<file path="config.mk">
export PLATFORM = sky130hd
export DESIGN_NAME = bitmap_block_allocator
export DESIGN_NICKNAME = d
export VERILOG_FILES = /design/src/sv/bba_pkg.sv /design/src/sv/bba_ram.sv /design/src/sv/bitmap_block_allocator.sv
export VERILOG_INCLUDE_DIRS = /design/src /design/src/sv
export SDC_FILE = /design/constraint.sdc
export NUM_CORES = 2
export LEC_CHECK = 0
export ABC_AREA = 1
export BUFFER_PORTS_ARGS = -buffer_cell sky130_fd_sc_hd__buf_2
export CAP_MARGIN = 25
export CORE_UTILIZATION = 50
export DETAILED_ROUTE_END_ITERATION = 8
export PLACE_DENSITY = 0.61
export SETUP_SLACK_MARGIN = 0.15
export SLEW_MARGIN = 15
export SYNTH_ARGS = -nofsm -noshare
export SYNTH_HDL_FRONTEND = slang
export SYNTH_SLANG_ARGS = --single-unit
</file>
<file path="constraint.sdc">
create_clock -name clk_i -period 19.67 [get_ports clk_i]
set_input_delay 0.9835 -clock clk_i [delete_from_list [all_inputs] [get_ports clk_i]]
set_output_delay 0.9835 -clock clk_i [all_outputs]
set_load 0.01 [all_outputs]
</file>
<file path="src/sv/bitmap_block_allocator_macros.svh">
// ----------------------------------------------------------------------------
// bitmap_block_allocator_macros.svh
// assertion macros shared by the allocator rtl
// ----------------------------------------------------------------------------
`ifndef BITMAP_BLOCK_ALLOCATOR_MACROS_SVH
`define BITMAP_BLOCK_ALLOCATOR_MACROS_SVH

// same-cycle implication, clocked and reset-qualified
`define BBA_ASSERT(lbl, clk, rst_n, ante, cons, msg) \
  lbl: assert property (@(posedge clk) disable iff (!rst_n) (ante) |-> (cons)) \
    else $error(msg);

// next-cycle implication, clocked and reset-qualified
`define BBA_ASSERT_NEXT(lbl, clk, rst_n, ante, cons, msg) \
  lbl: assert property (@(posedge clk) disable iff (!rst_n) (ante) |=> (cons)) \
    else $error(msg);

`endif

</file>
<file path="src/sv/bba_pkg.sv">
// ----------------------------------------------------------------------------
// bba_pkg
// widths, codes and state encoding of the bitmap block allocator
// ----------------------------------------------------------------------------
package bba_pkg;

  // field widths
  localparam int unsigned FuncW      = 2;
  localparam int unsigned BlockW     = 20;
  localparam int unsigned StatusW    = 2;
  localparam int unsigned CountW     = 32;
  localparam int unsigned DataStartW = 16;
  localparam int unsigned CfgIdxW    = 2;
  localparam int unsigned CfgDataW   = 32;

  // bitmap word layout
  localparam int unsigned WordW = 64;
  localparam int unsigned BitW  = 6;

  // default bitmap size in blocks
  localparam int unsigned BitmapBitsDef = 4096;

  // operation codes
  typedef enum logic [FuncW-1:0] {
    FUNC_ALLOC = 2'd0,
    FUNC_FREE  = 2'd1,
    FUNC_MARK  = 2'd2
  } func_e;

  // result status codes
  typedef enum logic [StatusW-1:0] {
    STAT_OK    = 2'd0,
    STAT_FULL  = 2'd1,
    STAT_RANGE = 2'd2
  } status_e;

  // configuration register indexes
  typedef enum logic [CfgIdxW-1:0] {
    CFG_DATA_START   = 2'd0,
    CFG_INITIAL_FREE = 2'd1
  } cfg_idx_e;

  // controller states
  typedef enum logic [2:0] {
    S_CLEAR,
    S_IDLE,
    S_SCAN,
    S_MODIFY,
    S_RESP
  } state_e;

endpackage

</file>
<file path="src/sv/bba_ram.sv">
// ----------------------------------------------------------------------------
// bba_ram
// simple dual-port ram, one write and one registered read port
// ----------------------------------------------------------------------------
module bba_ram #(
  parameter int unsigned Width = 64,
  parameter int unsigned Depth = 64,
  parameter int unsigned AddrW = (Depth > 1) ? $clog2(Depth) : 1
) (
  input  logic             clk_i,
  input  logic             we_i,
  input  logic [AddrW-1:0] waddr_i,
  input  logic [Width-1:0] wdata_i,
  input  logic             re_i,
  input  logic [AddrW-1:0] raddr_i,
  output logic [Width-1:0] rdata_o
);

  logic [Width-1:0] mem [Depth];
  logic [Width-1:0] rdata_q;

  // write port
  always_ff @(posedge clk_i) begin
    if (we_i) begin
      mem[waddr_i] <= wdata_i;
    end
  end

  // registered read, holds when not enabled
  always_ff @(posedge clk_i) begin
    if (re_i) begin
      rdata_q <= mem[raddr_i];
    end
  end

  assign rdata_o = rdata_q;

endmodule

</file>
<file path="src/sv/bitmap_block_allocator.sv">
// ----------------------------------------------------------------------------
// bitmap_block_allocator
// first-fit block allocator over a usage bitmap held in a word ram
// ----------------------------------------------------------------------------
// Requests enter on the in channel (func_i, block_number_i, valid/ready) and
// one result word leaves on the out channel (status_o, allocated_block_o,
// free_count_o, valid/ready) for every request. Configuration writes use the
// cfg channel (cfg_index_i, cfg_data_i), which is always ready.
// The bitmap lives in a ram of ceil(BITMAP_BITS/64) 64-bit words with a
// registered read. An allocate scans one word per cycle from word zero
// until it finds a clear bit or reaches the last word; the word scan sets
// the rate. Free and mark read the word, then write it back; a rejected
// request passes through a response step. The result word is registered
// and valid from the edge that ends the request. A new request is taken
// while an earlier result still waits. After reset the ram is swept to
// zero, one word per cycle, over all ceil(BITMAP_BITS/64) words, during
// which no request is taken.
// If the receiver stalls, a finished request holds in its last step until
// the output register frees up.
// ----------------------------------------------------------------------------
`include "bitmap_block_allocator_macros.svh"

module bitmap_block_allocator #(
  parameter int unsigned BITMAP_BITS = bba_pkg::BitmapBitsDef
) (
  input  logic                          clk_i,
  input  logic                          rst_ni,
  // request channel
  input  logic                          in_valid_i,
  output logic                          in_ready_o,
  input  logic [bba_pkg::FuncW-1:0]     func_i,
  input  logic [bba_pkg::BlockW-1:0]    block_number_i,
  // result channel
  output logic                          out_valid_o,
  input  logic                          out_ready_i,
  output logic [bba_pkg::StatusW-1:0]   status_o,
  output logic [bba_pkg::BlockW-1:0]    allocated_block_o,
  output logic [bba_pkg::CountW-1:0]    free_count_o,
  // configuration channel
  input  logic                          cfg_valid_i,
  output logic                          cfg_ready_o,
  input  logic [bba_pkg::CfgIdxW-1:0]   cfg_index_i,
  input  logic [bba_pkg::CfgDataW-1:0]  cfg_data_i
);

  import bba_pkg::*;

  localparam int unsigned MapWords = (BITMAP_BITS + WordW - 1) / WordW;
  localparam int unsigned AddrW    = (MapWords > 1) ? $clog2(MapWords) : 1;
  localparam int unsigned IdxW     = AddrW + BitW;
  localparam logic [AddrW-1:0]  LastAddr = AddrW'(MapWords - 1);
  localparam logic [BlockW-1:0] MapLimit = BlockW'(BITMAP_BITS);

  // state and registers
  state_e                 state_q, state_d;
  logic [AddrW-1:0]       addr_q, addr_d;
  logic [BitW-1:0]        bit_q, bit_d;
  logic                   set_q, set_d;
  logic [DataStartW-1:0]  data_start_q;
  logic [CountW-1:0]      cnt_q, cnt_d, cnt_next;
  logic                   out_valid_q, out_valid_d;
  logic [StatusW-1:0]     status_q, status_d;
  logic [BlockW-1:0]      alloc_q, alloc_d;
  logic [CountW-1:0]      free_count_q;
  logic                   out_load;

  // ram port signals
  logic                   ram_we, ram_re;
  logic [AddrW-1:0]       ram_waddr, ram_raddr;
  logic [WordW-1:0]       ram_wdata, ram_rdata;

  // request decode
  logic                   in_acc, out_free, cfg_we;
  logic                   req_ok;
  logic [BlockW-1:0]      req_off, free_off;

  // scan evaluation
  logic                   scan_full_word, scan_last, scan_done, scan_hit;
  logic [BitW-1:0]        zpos;
  logic [IdxW-1:0]        scan_idx;
  logic [WordW-1:0]       bit_mask, zpos_mask;

  bba_ram #(
    .Width (WordW),
    .Depth (MapWords)
  ) u_map_ram (
    .clk_i   (clk_i),
    .we_i    (ram_we),
    .waddr_i (ram_waddr),
    .wdata_i (ram_wdata),
    .re_i    (ram_re),
    .raddr_i (ram_raddr),
    .rdata_o (ram_rdata)
  );

  // handshakes
  assign in_ready_o  = (state_q == S_IDLE);
  assign in_acc      = in_valid_i && in_ready_o;
  assign out_free    = !out_valid_q || out_ready_i;
  assign cfg_ready_o = 1'b1;
  assign cfg_we      = cfg_valid_i && cfg_ready_o;

  // range check and bitmap offset of a free or mark request
  assign free_off = block_number_i - BlockW'(data_start_q);
  always_comb begin
    req_ok  = 1'b0;
    req_off = block_number_i;
    unique case (func_i)
      FUNC_FREE: begin
        req_off = free_off;
        req_ok  = (block_number_i >= BlockW'(data_start_q)) && (free_off < MapLimit);
      end
      FUNC_MARK: begin
        req_ok = (block_number_i < MapLimit);
      end
      default: begin
        req_ok = 1'b0;
      end
    endcase
  end

  // lowest clear bit of the word under scan
  always_comb begin
    zpos = '0;
    for (int i = WordW - 1; i >= 0; i--) begin
      if (!ram_rdata[i]) begin
        zpos = BitW'(i);
      end
    end
  end

  assign scan_full_word = &ram_rdata;
  assign scan_last      = (addr_q == LastAddr);
  assign scan_done      = !scan_full_word || scan_last;
  assign scan_idx       = {addr_q, zpos};
  assign scan_hit       = !scan_full_word && (BlockW'(scan_idx) < MapLimit);
  assign zpos_mask      = WordW'(1) << zpos;
  assign bit_mask       = WordW'(1) << bit_q;

  // next state
  always_comb begin
    state_d = state_q;
    unique case (state_q)
      S_CLEAR: begin
        if (scan_last) state_d = S_IDLE;
      end
      S_IDLE: begin
        if (in_acc) begin
          if (func_i == FUNC_ALLOC) state_d = S_SCAN;
          else if (req_ok)          state_d = S_MODIFY;
          else                      state_d = S_RESP;
        end
      end
      S_SCAN: begin
        if (scan_done && out_free) state_d = S_IDLE;
      end
      S_MODIFY, S_RESP: begin
        if (out_free) state_d = S_IDLE;
      end
      default: begin
        state_d = S_IDLE;
      end
    endcase
  end

  // ram control, scan address and result generation
  always_comb begin
    ram_we    = 1'b0;
    ram_waddr = addr_q;
    ram_wdata = '0;
    ram_re    = 1'b0;
    ram_raddr = addr_q;
    addr_d    = addr_q;
    bit_d     = bit_q;
    set_d     = set_q;
    out_load  = 1'b0;
    status_d  = STAT_OK;
    alloc_d   = '0;
    cnt_next  = cnt_q;
    unique case (state_q)
      S_CLEAR: begin
        ram_we = 1'b1;
        addr_d = addr_q + AddrW'(1);
      end
      S_IDLE: begin
        if (in_acc) begin
          if (func_i == FUNC_ALLOC) begin
            ram_re    = 1'b1;
            ram_raddr = '0;
            addr_d    = '0;
          end else if (req_ok) begin
            ram_re    = 1'b1;
            ram_raddr = req_off[IdxW-1:BitW];
            addr_d    = req_off[IdxW-1:BitW];
            bit_d     = req_off[BitW-1:0];
            set_d     = (func_i == FUNC_MARK);
          end
        end
      end
      S_SCAN: begin
        if (!scan_done) begin
          ram_re    = 1'b1;
          ram_raddr = addr_q + AddrW'(1);
          addr_d    = addr_q + AddrW'(1);
        end else if (out_free) begin
          out_load = 1'b1;
          if (scan_hit) begin
            ram_we    = 1'b1;
            ram_wdata = ram_rdata | zpos_mask;
            alloc_d   = BlockW'(scan_idx) + BlockW'(data_start_q);
            if (cnt_q != '0) cnt_next = cnt_q - CountW'(1);
          end else begin
            status_d = STAT_FULL;
          end
        end
      end
      S_MODIFY: begin
        if (out_free) begin
          out_load  = 1'b1;
          ram_we    = 1'b1;
          ram_wdata = set_q ? (ram_rdata | bit_mask) : (ram_rdata & ~bit_mask);
          if (!set_q && (cnt_q != '1)) cnt_next = cnt_q + CountW'(1);
        end
      end
      S_RESP: begin
        if (out_free) begin
          out_load = 1'b1;
          status_d = STAT_RANGE;
        end
      end
      default: begin
        out_load = 1'b0;
      end
    endcase
  end

  // free counter, loaded by a configuration write
  assign cnt_d = (cfg_we && (cfg_index_i == CFG_INITIAL_FREE)) ? cfg_data_i : cnt_next;

  // output valid
  assign out_valid_d = out_load || (out_valid_q && !out_ready_i);

  // control registers
  always_ff @(posedge clk_i or negedge rst_ni) begin
    if (!rst_ni) begin
      state_q      <= S_CLEAR;
      addr_q       <= '0;
      set_q        <= 1'b0;
      bit_q        <= '0;
      data_start_q <= '0;
      cnt_q        <= '0;
      out_valid_q  <= 1'b0;
    end else begin
      state_q     <= state_d;
      addr_q      <= addr_d;
      set_q       <= set_d;
      bit_q       <= bit_d;
      cnt_q       <= cnt_d;
      out_valid_q <= out_valid_d;
      if (cfg_we && (cfg_index_i == CFG_DATA_START)) begin
        data_start_q <= cfg_data_i[DataStartW-1:0];
      end
    end
  end

  // result word
  always_ff @(posedge clk_i) begin
    if (out_load) begin
      status_q     <= status_d;
      alloc_q      <= alloc_d;
      free_count_q <= cnt_next;
    end
  end

  assign out_valid_o       = out_valid_q;
  assign status_o          = status_q;
  assign allocated_block_o = alloc_q;
  assign free_count_o      = free_count_q;

  // assertions
  `BBA_ASSERT(a_no_write_when_ready, clk_i, rst_ni, ram_we, !in_ready_o,
              "bitmap write while a request can be accepted")
  `BBA_ASSERT(a_scan_in_map, clk_i, rst_ni, state_q == S_SCAN, addr_q <= LastAddr,
              "scan address past the last bitmap word")
  `BBA_ASSERT_NEXT(a_full_keeps_count, clk_i, rst_ni,
                   out_load && (status_d == STAT_FULL) && !cfg_we,
                   cnt_q == $past(cnt_q),
                   "full result changed the free counter")
  `BBA_ASSERT(a_load_needs_slot, clk_i, rst_ni, out_load, out_free,
              "result loaded over an untaken result")

endmodule
</file>
# Yosys cells after proc, flatten, opt, wreduce, memory -nomap -nowiden
# Memory sizes are Yosys's and may differ from the RTL's. A register that Yosys moved wholly into a read port is not among the register bits.
# Index checks and enable logic that the tools add are counted.
dict set report totals {
  mem_bits_ro 0
  ramBits 4096
  input_bits 61
  mem_count 1
  regBits 119
  latch_bits 0
}
dict set report op_classes {
  n_bitwise 8
  eq_ne 13
  mux 112
  div_mod_pow 0
  shifts 2
  mul 0
  n_reduce_logical 24
  order_cmp 3
  n_addsub 5
}
# memory depth word_bits read_ports rd_clocked_by_memory_dff write_ports line_no
set memory_table {}
lappend memory_table {u_map_ram.mem 64 64 1 1 1 bba_ram.sv:19} ;# logic [Width-1:0] mem [Depth];
# op count
set op_table {}
lappend op_table {{6-bit two-way mux} 68}
lappend op_table {{64-bit two-way mux} 5}
lappend op_table {{32-bit two-way mux} 7}
lappend op_table {{64-bit bitwise OR} 2}
lappend op_table {{64-bit case mux with 2 select lines} 1}
lappend op_table {{1-bit by 6-bit << shifter with 64-bit output, first input constant} 2}
lappend op_table {{64-bit bitwise AND} 1}
lappend op_table {{64-bit NOT} 1}
lappend op_table {{32-bit case mux with 2 select lines} 1}
lappend op_table {{64-bit AND reduction} 1}
lappend op_table {{20-bit by 13-bit less-than comparator with 1-bit output, second input constant} 2}
lappend op_table {{32-bit by 1-bit adder with 32-bit output, second input constant} 1}
lappend op_table {{32-bit != test, second input constant} 1}
lappend op_table {{32-bit nonzero test} 1}
lappend op_table {{32-bit by 1-bit subtractor with 32-bit output, second input constant} 1}
lappend op_table {{20-bit by 16-bit >= comparator with 1-bit output} 1}
lappend op_table {{20-bit by 16-bit subtractor with 20-bit output} 1}
lappend op_table {{3-bit two-way mux} 6}
lappend op_table {{6-bit case mux with 3 select lines} 1}
lappend op_table {{12-bit by 16-bit adder with 17-bit output} 1}
lappend op_table {{1-bit two-way mux} 14}
lappend op_table {{12-bit two-way mux} 1}
lappend op_table {{3-bit case mux with 4 select lines} 1}
lappend op_table {{6-bit case mux with 2 select lines} 1}
lappend op_table {{other kinds (23)} 45}

# Longest topological paths before layout
dict set report logic_depth {
  ltp_word 70
  mapped_depth 80
}

# Modules after synthesis
# Synthesis repeated with hierarchy kept, for this count alone.
dict set report hier_totals {
  cells_unflattened 15074
  area_unflattened_um2 176784.6
}
# module area_per_inst_um2 cells_per_inst seq_area_each_um2 instances
set by_module_without_submodules {}
lappend by_module_without_submodules {bba_ram 165946.7 13405 124919.8 1}
lappend by_module_without_submodules {bitmap_block_allocator 10837.9 1669 3158.0 1}

# Worst setup path before layout
# OpenSTA, ideal clock, no wires.
dict set report synth_path {
  path_kind {in2reg}
  startpoint {input out_ready_i}
  endpoint {memory u_map_ram.mem[48][0] (enable)}
  path_stages 6
  setup_ns 0.644
  t_arrival_ns 8.036
  required_ns 19.026
  path_slack_ns 10.990
  cell_sequence {nor2_1 -> nor3_1 -> inv_1 -> nand2_1 -> nand2_1 -> nor4_1}
}
dict set report synth_between {
  elab_chain_len 6
  elab_cells_between_ends 7
  cone_classes {6 x mux; 1 x reduce/logical}
}
# item line_no
set synth_lines {}
lappend synth_lines {{start: declaration} bitmap_block_allocator.sv:35} ;# input logic out_ready_i,
lappend synth_lines {{1-bit logical OR *} bitmap_block_allocator.sv:99} ;# assign out_free = !out_valid_q || out_ready_i;
lappend synth_lines {{1-bit two-way mux} bitmap_block_allocator.sv:205} ;# end else if (out_free) begin
lappend synth_lines {{1-bit two-way mux} bitmap_block_allocator.sv:201} ;# if (!scan_done) begin
lappend synth_lines {{1-bit case mux with 3 select lines *} bitmap_block_allocator.sv:180} ;# unique case (state_q)
lappend synth_lines {{1-bit two-way mux *} bba_ram.sv:24} ;# if (we_i) begin
lappend synth_lines {{1-bit two-way mux (implied by the code) *} bba_ram.sv:25} ;# mem[waddr_i] <= wdata_i;
lappend synth_lines {{end: declaration} bba_ram.sv:19}
# Every way passes the cells marked *; elsewhere a longest branch is shown, timed or not.

# Worst setup path in the final report
dict set report layout_path {
  startpoint {register data_start_q[0]}
  endpoint {register u_map_ram.rdata_q[4] (netlist: u_map_ram.rdata_o[4]) (read register of u_map_ram.mem) (data pin)}
}
dict set report layout_between {
  elab_chain_len 8
  elab_cells_between_ends 14
  cone_classes {1 x add/sub; 2 x order compare; 10 x mux; 1 x reduce/logical}
}
# item line_no
set layout_lines {}
lappend layout_lines {{start: declaration} bitmap_block_allocator.sv:59} ;# logic [DataStartW-1:0] data_start_q;
lappend layout_lines {{start signal: assignment} bitmap_block_allocator.sv:261} ;# data_start_q <= cfg_data_i[DataStartW-1:0];
lappend layout_lines {{20-bit by 16-bit subtractor with 20-bit output} bitmap_block_allocator.sv:104} ;# assign free_off = block_number_i - BlockW'(data_start_q);
lappend layout_lines {{20-bit by 13-bit less-than comparator with 1-bit output} bitmap_block_allocator.sv:111} ;# req_ok = (block_number_i >= BlockW'(data_start_q)) && (free_off < MapLimit);
lappend layout_lines {{1-bit logical AND} bitmap_block_allocator.sv:111}
lappend layout_lines {{1-bit case mux with 2 select lines} bitmap_block_allocator.sv:108} ;# unique case (func_i)
lappend layout_lines {{6-bit two-way mux / 1-bit two-way mux (equally long branches)} --}
lappend layout_lines {{6-bit two-way mux / 1-bit two-way mux (equally long branches)} bitmap_block_allocator.sv:187} ;# if (func_i == FUNC_ALLOC) begin
lappend layout_lines {{6-bit two-way mux / 1-bit two-way mux (equally long branches)} --}
lappend layout_lines {{6-bit case mux with 2 select lines / 1-bit case mux with 2 select lines (equally long branches)} bitmap_block_allocator.sv:180}
lappend layout_lines {{end: declaration} bba_ram.sv:20} ;# logic [Width-1:0] rdata_q;
# Parallel ways exist; a longest one is shown, timed or not.
# A chain may end at the register's enable or synchronous reset.

==> qor.csv <==
stage,metric,value,unit
outcome,status,finished clean,
clock_tree,CTS tree,yes,
clock_tree,Max H-tree Level,5,
worst_setup_path,CP Capture Type,register,
worst_setup_path,Reg-to-Reg Start,data_start_q[0],
timing,setup_tns,0,ns
placement,pre-CTS WS,9.881,ns
worst_setup_path,crit-path most repeated cell,nand2_1,
synth,top cell type's share of synthesized area,73.58,%
floorplanning,chip width,588.3,um
flow_run,max-cap viol count,0,
clock_tree,cts hold-fix bufs,0,
timing,Final Worst Setup Slack,10.41,ns
global_routing,initial antenna violation count,21,
route,DR vias/cell,6.595,
synth,Commonest cells post-synth,"edfxtp_1, nor2_1, o21ai_0",
clock_tree,cts repair resizes,0,
synth,most common cell in the netlist,edfxtp_1,
synth,sequential share of the synthesized area,74.53,%
global_routing,first-pass GRT wire length,814700,um
timing,Final Hold Viols,0,
layout,fraction of layout cells with a size suffix above 1,9.140,%
floorplanning,Die Footprint,346100,um^2
clock_tree,Root Driver,clkbuf_16,
layout,Finished Cell Area,192000,um^2
timing,RSZ-0062 raised after global routing,false,
route,1st-iter DRT viols,19760,
power_and_ir_drop,total power,32890,uW
worst_setup_path,CP max stage delay,0.79,ns
timing,number of setup violations in the final report,0,
timing,Achievable Freq,0.1080,GHz
layout,nets,13350,
route,Final ANT Viol Nets,0,
clock_tree,Skew-Pair Late Insertion Delay,0.99,ns
timing,clk_skew,0.07111,ns
route,vias,119700,
power_and_ir_drop,Worst VDD drop,0.0002294,V
floorplanning,DIE HEIGHT,588.3,um
worst_setup_path,"reg-to-reg slack, setup",10.41,ns
route,drt drc,0,
clock_tree,clk sinks,4276,
worst_setup_path,Worst Path Required,20.46,ns
placement,Final GP Congestion,0.9118,
synth,YS warnings,0,
synth,Area contributors post-synth,"edfxtp_1, o21ai_0, nor2_1",
floorplanning,Initial Util,50.42,%
timing,crit path time final,9.262,ns
synth,Mapped Cells,13330,
synth,Synth Register Bits,4276,
worst_setup_path,critical path class,register to register,
synth,Post-synth EDFFs,4211,
worst_setup_path,reg2reg path depth,41,
timing,Slew @ Worst Pin,1.252,ns
synth,Synth Area per Inst,12.89,um^2
floorplanning,io pins,118,
synth,"FFs w/ async S/R, synth",1.520,%
synth,ys flop type,edfxtp_1,
layout,Synth-to-Final Area Change,11.70,%
timing,Relative slew margins,16.55,%
power_and_ir_drop,leak pwr,0.05816,uW
worst_setup_path,CP Max Fanout,200,
worst_setup_path,critical path startpoint category,register,
global_routing,Total Routing Usage GR,32.73,%
global_routing,maximum number of pins on one net before global-route repair,251,
global_routing,total global routing overflow,0,
route,drt wl/cell,32.03,um
floorplanning,Cell Rows,214,
synth,Post-Syn Area,171800,um^2
synth,Synth area leader,edfxtp_1,
clock_tree,"CTS clk-pin slew, worst paths",0.06,ns
synth,synth unique cells,68,
timing,Final Cycle Share,47.09,%
placement,hpwl dp,287700,um
floorplanning,core footprint,340900,um^2
placement,number of buffers added on ports,113,
clock_tree,Num CTS Buffers,427,
worst_setup_path,R2R Path End,u_map_ram.rdata_o[4],
clock_tree,Longest Clk Path Bufs,4,
hold_path,HP Class,primary input to asynchronous set/reset pin,
timing,Slew Limit Fails,0,
route,Post-Route WL,581500,um
worst_setup_path,Critical Path AT,10.05,ns
power_and_ir_drop,power density over the cells,171.3,nW/um^2
worst_setup_path,CP max-delay cell,buf_4,
global_routing,vias in the first global route,111200,
clock_tree,Post-CTS Setup Inserts,0,
placement,Area after DPL,178000,um^2
route,DR pass1 iterations,9,
-- critical path, delay by kind of cell (launching register included) --
kind / cells / cell delay [ns]
flip-flops: 1 / 0.42
AND/OR/NAND/NOR: 19 / 2.10
adder cells (fa/ha/maj): 2 / 0.65
AO/OA/AOI/OAI: 12 / 1.82
buffers and inverters: 8 / 3.73
-- placed cells by master, fill, tap and decap left out, types with 217 or more instances in the layout --
cell type     n
edfxtp_1   4211
nor2_1     2641
o21ai_0    2384
o22ai_1    1007
clkbuf_16   433
nand2_1     402
o21ai_1     345
o221ai_1    296
buf_4       281
nand3_1     275
inv_1       217
-- registers in the layout, summed over array words and instances, names as in the netlist --
name and cells:
u_map_ram.mem 4096, u_map_ram.rdata_o 64, cnt_q 32, free_count_o 32, allocated_block_o 17, data_start_q 16
addr_q 6, bit_q 6, state_q 3, status_o 2, out_valid_o 1, set_q 1
-- cells by family after synthesis --
family / Yosys count / share of synthesized area, %
xor+xnor: 12 / 0.06116
simple gates: 3519 / 8.060
mux: 34 / 0.2126
buf+inv: 1199 / 2.947
other cells: 2 / 0.004370
fa+ha+maj: 37 / 0.2781
flops: 4276 / 74.53
compound gates: 4250 / 13.91
-- stage by stage --
stage	util [%]	hold slack, ns	instances
2_1_floorplan	-	0.4530	13330
3_3_place_gp	52.08	0.4820	17330
6_report	56.32	0.06304	18150
5_1_grt	56.31	0.06845	18150
3_5_place_dp	52.23	0.4877	17350
4_1_cts	56.27	0.1672	18140
-- worst max path at each step --
stage                     cells past startpoint               from  slack, ns                     to
final                                        41    data_start_q[0]      10.41   u_map_ram.rdata_o[4]
after detailed placement                     43  block_number_i[0]       9.88   u_map_ram.rdata_o[4]
after floorplan                               6        out_ready_i      10.99   u_map_ram.mem[48][0]
after global placement                       43  block_number_i[0]       9.65  u_map_ram.rdata_o[14]
after CTS                                    41    data_start_q[0]      10.45   u_map_ram.rdata_o[4]
after global routing                         41    data_start_q[0]       9.77   u_map_ram.rdata_o[4]
-- area by class of cell --
class	instances	area, um^2
Fill cell	27020	148900
Sequential cell	4276	128100
Multi-Input combinational cell	7856	39560
Clock buffer	513	11190
Tap cell	4536	5675
Timing Repair Buffer	454	3950
Clock inverter	277	2559
Inverter	234	929.6
Antenna cell	8	20.02
-- per-layer routing --
metal  wire length, um  share of wire [%]  vias up  track usage (%)
li1                  -                  -    49950                -
met4             27480                4.7        2            13.85
met3             72200                 12     1417            7.078
met2            260500                 45     8099            49.83
met5                13             0.0022        -                0
met1            221400                 38    60260            45.79
-- report_power, final --
group	switching, uW	internal (uW)
logic	10300	3530
clock network	3490	4570
registers	205	10800
(Power assumes the default switching activity.)
